<file path="config.mk">
export PLATFORM = sky130hd
export DESIGN_NAME = bpc_back
export DESIGN_NICKNAME = d
export VERILOG_FILES = /design/src/hw/rtl/bpc_pkg.sv /design/src/hw/rtl/bpc_back.sv
export SDC_FILE = /design/constraint.sdc
export NUM_CORES = 2
export LEC_CHECK = 0
export BUFFER_PORTS_ARGS = -buffer_cell sky130_fd_sc_hd__buf_4
export CAP_MARGIN = 20
export CORE_MARGIN = 2
export CORE_UTILIZATION = 66
export DETAILED_ROUTE_END_ITERATION = 8
export PLACE_DENSITY = 0.89
export SYNTH_ARGS = -nofsm -noshare
export SYNTH_HDL_FRONTEND = slang
export SYNTH_SLANG_ARGS = --single-unit
</file>
<file path="constraint.sdc">
create_clock -name clk_i -period 7.4 [get_ports clk_i]
set_clock_uncertainty 0.1 [all_clocks]
set_input_delay 0.37 -clock clk_i [delete_from_list [all_inputs] [get_ports clk_i]]
set_output_delay 0.37 -clock clk_i [all_outputs]
set_load 0.01 [all_outputs]
</file>
<file path="src/hw/rtl/bpc_pkg.sv">
// ----------------------------------------------------------------------------
// bpc_pkg
// Shared types, constants and helper functions for the barometric
// temperature and pressure compensation pipeline.
// ----------------------------------------------------------------------------
package bpc_pkg;

  localparam int unsigned FrontStages = 12;
  localparam int unsigned DivStages   = 32;

  localparam logic [31:0] TempMax     = 32'sd2097151;
  localparam logic [31:0] TempMin     = -32'sd2097152;
  localparam logic [31:0] PressMax    = 32'd1048575;
  localparam logic [31:0] TempRound   = 32'd128;
  localparam logic [31:0] PressOffset = 32'd64000;
  localparam logic [31:0] PressBase   = 32'd1048576;
  localparam logic [31:0] PressScale  = 32'd3125;
  localparam logic [31:0] DivOneQ15   = 32'd32768;

  typedef enum logic [2:0] {
    CFG_TEMP_CALIB  = 3'd0,
    CFG_PRESS_A     = 3'd1,
    CFG_PRESS_B     = 3'd2,
    CFG_PRESS_P9    = 3'd3
  } cfg_idx_e;

  typedef struct packed {
    logic [21:0] tc;
    logic        err;
    logic        post;
  } side_t;

  function automatic logic [31:0] sx16(logic [15:0] v);
    return {{16{v[15]}}, v};
  endfunction

  function automatic logic [31:0] asr(logic [31:0] x, int unsigned n);
    return 32'($signed(x) >>> n);
  endfunction

endpackage

</file>
<file path="src/hw/rtl/bpc_back.sv">
// ----------------------------------------------------------------------------
// bpc_back
// Two-stage pressure correction after the divide, with saturation and
// zero-divisor handling.
// ----------------------------------------------------------------------------
module bpc_back (
  input  logic           clk_i,
  input  logic           rst_ni,
  input  logic           en_i,
  input  logic           valid_i,
  input  logic [31:0]    quo_i,
  input  bpc_pkg::side_t side_i,
  input  logic [15:0]    calib_p7_i,
  input  logic [15:0]    calib_p8_i,
  input  logic [15:0]    calib_p9_i,
  output logic           valid_o,
  output logic [21:0]    tc_o,
  output logic [19:0]    pa_o,
  output logic           err_o
);

  logic [1:0]     vld_q;
  logic [31:0]    pa_q, sqp_q, m8_q, pb_q, v1_q, v2_q;
  bpc_pkg::side_t sa_q, sb_q;
  logic [31:0]    p, pf;

  assign p = side_i.post ? {quo_i[30:0], 1'b0} : quo_i;

  always_ff @(posedge clk_i or negedge rst_ni) begin
    if (!rst_ni) begin
      vld_q <= '0;
    end else if (en_i) begin
      vld_q <= {vld_q[0], valid_i};
    end
  end

  always_ff @(posedge clk_i) begin
    if (en_i) begin
      pa_q  <= p;
      sqp_q <= {3'b0, p[31:3]} * {3'b0, p[31:3]};
      m8_q  <= {2'b0, p[31:2]} * bpc_pkg::sx16(calib_p8_i);
      sa_q  <= side_i;
      pb_q  <= pa_q;
      v1_q  <= bpc_pkg::asr(bpc_pkg::sx16(calib_p9_i) * {13'b0, sqp_q[31:13]}, 12);
      v2_q  <= bpc_pkg::asr(m8_q, 13);
      sb_q  <= sa_q;
    end
  end

  assign pf      = pb_q + bpc_pkg::asr(v1_q + v2_q + bpc_pkg::sx16(calib_p7_i), 4);
  assign valid_o = vld_q[1];
  assign tc_o    = sb_q.tc;
  assign err_o   = sb_q.err;
  assign pa_o    = sb_q.err ? '0 : ((pf > bpc_pkg::PressMax) ? 20'hFFFFF : pf[19:0]);

endmodule

</file>
==> metrics.md <==
| Metric | Value |
|---|---|
| Vias in the first global route | 36000 |
| DR vias | 31700 |
| M3 GR Usage | 7.51% |
| Clock root buffer master | clkbuf_16 |
| Status | finished with violations |
| Max-capacitance violation count | 0 |
| Worst Setup Start Kind | input port |
| Cell Rows | 92 |
| Commonest non-fill, non-tap cell in the layout | inv_1 |
| Post-place setup slack | -0.330 ns |
| Failing checks | DRC |
| Slew HR | about a third |
| Clk sink count | between 150 and 200 |
| Synth Cell Area | about 42000 um^2 |
| Netlist cell types | 67 |
| Syn_nets | just under 6000 |
| CTS Buf Count | 17 |
| Crit-path max FO | 11 |
| Delay of the slowest critical-path stage | about 0.60 ns |
| Detailed-router iteration count before antenna repair | 9 |
| Port bufs | 151 |
| Die Y | 257 um |
| Arrival time worst endpoint | approximately 7.3 ns |
| Initial antenna violation count | 1 |
| First-pass GRT wire length | 185 mm |
| Die area | about 66000 um^2 |
| Clk buf depth | 2 |
| FFs w/ async S/R, synth | 1.06% |
| Setup ws final | about 0.22 ns |
| Worst hold path type | input port to flip-flop |
| Residual DRC | 4 |
| Multi-input logic area | between 30000 and 40000 um^2 |
| CTS tree | done |
| Setup-failing EPs final | 0 |
| Tightest Pin Transition | between 0.9 and 1 ns |
| H-tree levels | 4 |
| Met1 Use GR | ~43% |
| Io pins | around 150 |
| Register area share after synthesis | 13.5% |
| Cell mode on critical path | fa_1 |
| RD Place Congestion | about 1 |
| Grt ovf | 0 |
| Path type of the worst setup path | input port to flip-flop |
| Clock slew at reported path FFs | ~0.070 ns |
| Most used routing layer | met2 |
| Hold Fails Final Rpt | 0 |
| Worst EP required | about 7.5 ns |
| Skew-Pair Late Insertion Delay | roughly 0.47 ns |
| Commonest non-fill, non-tap cells in the layout | inv_1, fa_1, nand2_1 |
| Largest net degree at the start of global routing | approximately 110 |
| Global-route usage over all layers | a little over a third |
| Initial core utilization | around two thirds |
| Fillers | around 4000 |
| Vias per inst | around 5.7 |
| Number of max-slew violations in the final report | 0 |
| Critical Path Slowest Stage Cell | fa_1 |
| Syn Inst Count | 4366 |
| Register bit total from synthesis | between 150 and 200 |
| Met2 capacity usage during global routing | between 60% and 70% |
| Mapped Avg Cell Area | slightly below 10 um^2 |
| HPWL after DPL | around 93 mm |
| Ys Warns | 0 |
| Min Tclk post-route | between 7 and 8 ns |
| Area of the core | 63100 um^2 |
| Main synth FF type | edfxtp_1 |
| Die Wd | approximately 260 um |
| Initial DRC Count | roughly 2700 |
| CP endpoint kind | flip-flop |
| Post-layout nets | ~6000 |
| P&R area growth vs syn | 12.3% |
| Fin crit share | 97.0% |
| Drt total wl | 116 mm |
| Drt wl/cell | 20.9 um |
| Layout cell share with drive strength beyond 1 | 11.7% |
| Max Freq | about 140 MHz |
| Post-synth EDFFs | between 150 and 200 |
| Reg area | ~5700 um^2 |
| Antenna-violating nets left | 0 |
-- routing by layer --
layer / part of all wire, % / vias to the layer above
li1: - / 13500
met1: 35 / 15800
met2: 49 / 1895
met3: 9.6 / 553
met4: 6.7 / 0
met5: 0 / -
-- path summary, 6_finish.rpt --
path / slack [ns] / endpoint / startpoint / cells after the start
setup / recovery: 0.22 / sqp_q[31] / side_i[0] / 26
hold / removal: 0.03 / vld_q[0] / valid_i / 2
setup reg to reg: 0.31 / v1_q[19] / sqp_q[21] / 25
hold reg to reg: 0.32 / v2_q[7] / m8_q[20] / 0
max in group asynchronous: 7.02 / vld_q[1] / rst_ni / 2
min in group asynchronous: 0.10 / vld_q[0] / rst_ni / 2
-- kinds of logic after synthesis --
logic type,after synthesis,share of synthesized area (%)
buf+inv,1311,11.7
fa+ha+maj,1287,54.7
simple gates,1157,12.5
compound gates,247,3.87
flops,189,13.5
xor+xnor,138,2.87
mux,37,0.906
-- state kept, by name, summed over array words and instances (netlist names) --
name   flops
pa_q      32
pb_q      32
sa_q      23
tc_o      22
v1_q      20
m8_q      19
sqp_q     19
v2_q      19
vld_q      2
err_o      1
-- through the flow --
stage	util [%]	hold slack (ns)	setup TNS (ns)	cells	instance area, um^2
final	75.0	0.0257	0	5526	47300
after global routing	74.9	0.0209	-1.05	5524	47300
after CTS	74.4	0.0159	0	5499	46900
after detailed placement	73.0	0.0534	-2.49	5443	46100
after global placement	73.0	0.0538	-0.429	5443	46100
after floorplan	-	-0.0256	0	4366	42600
-- critical path, delay by kind of cell --
kind	cells	cell delay [ns]
and+or+nand+nor	2	0.16
buffers and inverters	7	0.67
AOI/OAI and AO/OA	7	1.52
adders and majority gates	9	4.41
muxes	1	0.14
-- area by class of cell --
type / instances / area share, %
Antenna cell: 3 / 0.0159
Multi-Input combinational cell: 2866 / 67.6
Inverter: 1156 / 9.18
Timing Repair Buffer: 434 / 7.72
Tap cell: 846 / 2.24
Sequential cell: 189 / 12.0
Clock inverter: 14 / 0.370
Clock buffer: 18 / 0.908
-- what timing repair did --
item                                    4_1_cts  5_1_grt
pin swaps                                     0       16
cloned                                        0        1
hold buffers                                 24        0
resized for setup                             3       38
endpoints found under the setup margin       20       34
endpoints found under the hold margin        25        0
buffers inserted                              0       23
-- cell usage after synthesis, types with 3 or more instances --
cell type / n / area [um^2]
o21ai_0: 34 / 170
mux2i_1: 30 / 300
a21o_1: 33 / 248
and4_1: 5 / 43.8
mux2_2: 6 / 67.6
nor2_1: 196 / 736
a21oi_1: 88 / 440
o221ai_1: 4 / 35.0
o311ai_0: 3 / 26.3
a2111oi_0: 5 / 43.8
edfxtp_1: 187 / 5620
fa_1: 922 / 18500
or2_2: 6 / 37.5
clkbuf_1: 138 / 518
nor3_1: 33 / 165
buf_2: 5 / 25.0
or3_1: 4 / 25.0
o211ai_1: 4 / 30.0
nand3_1: 20 / 100
inv_1: 1153 / 4330
o31ai_1: 4 / 30.0
a211oi_1: 6 / 45.0
and2_1: 255 / 1600
xor2_1: 37 / 324
o22ai_1: 3 / 18.8
nand2_1: 578 / 2170
nand4_1: 10 / 62.6
a31oi_1: 9 / 56.3
and3_1: 4 / 25.0
nor4_1: 6 / 37.5
buf_1: 10 / 37.5
nand2b_1: 22 / 138
o21a_1: 16 / 120
a21oi_2: 10 / 87.6
xnor2_1: 101 / 885
o21bai_1: 7 / 52.6
ha_1: 365 / 4570
nor2b_1: 13 / 81.3
Power is left out: the tool's default activity adds up to more than one toggle a clock period on the data nets, which glitch-free logic cannot reach.
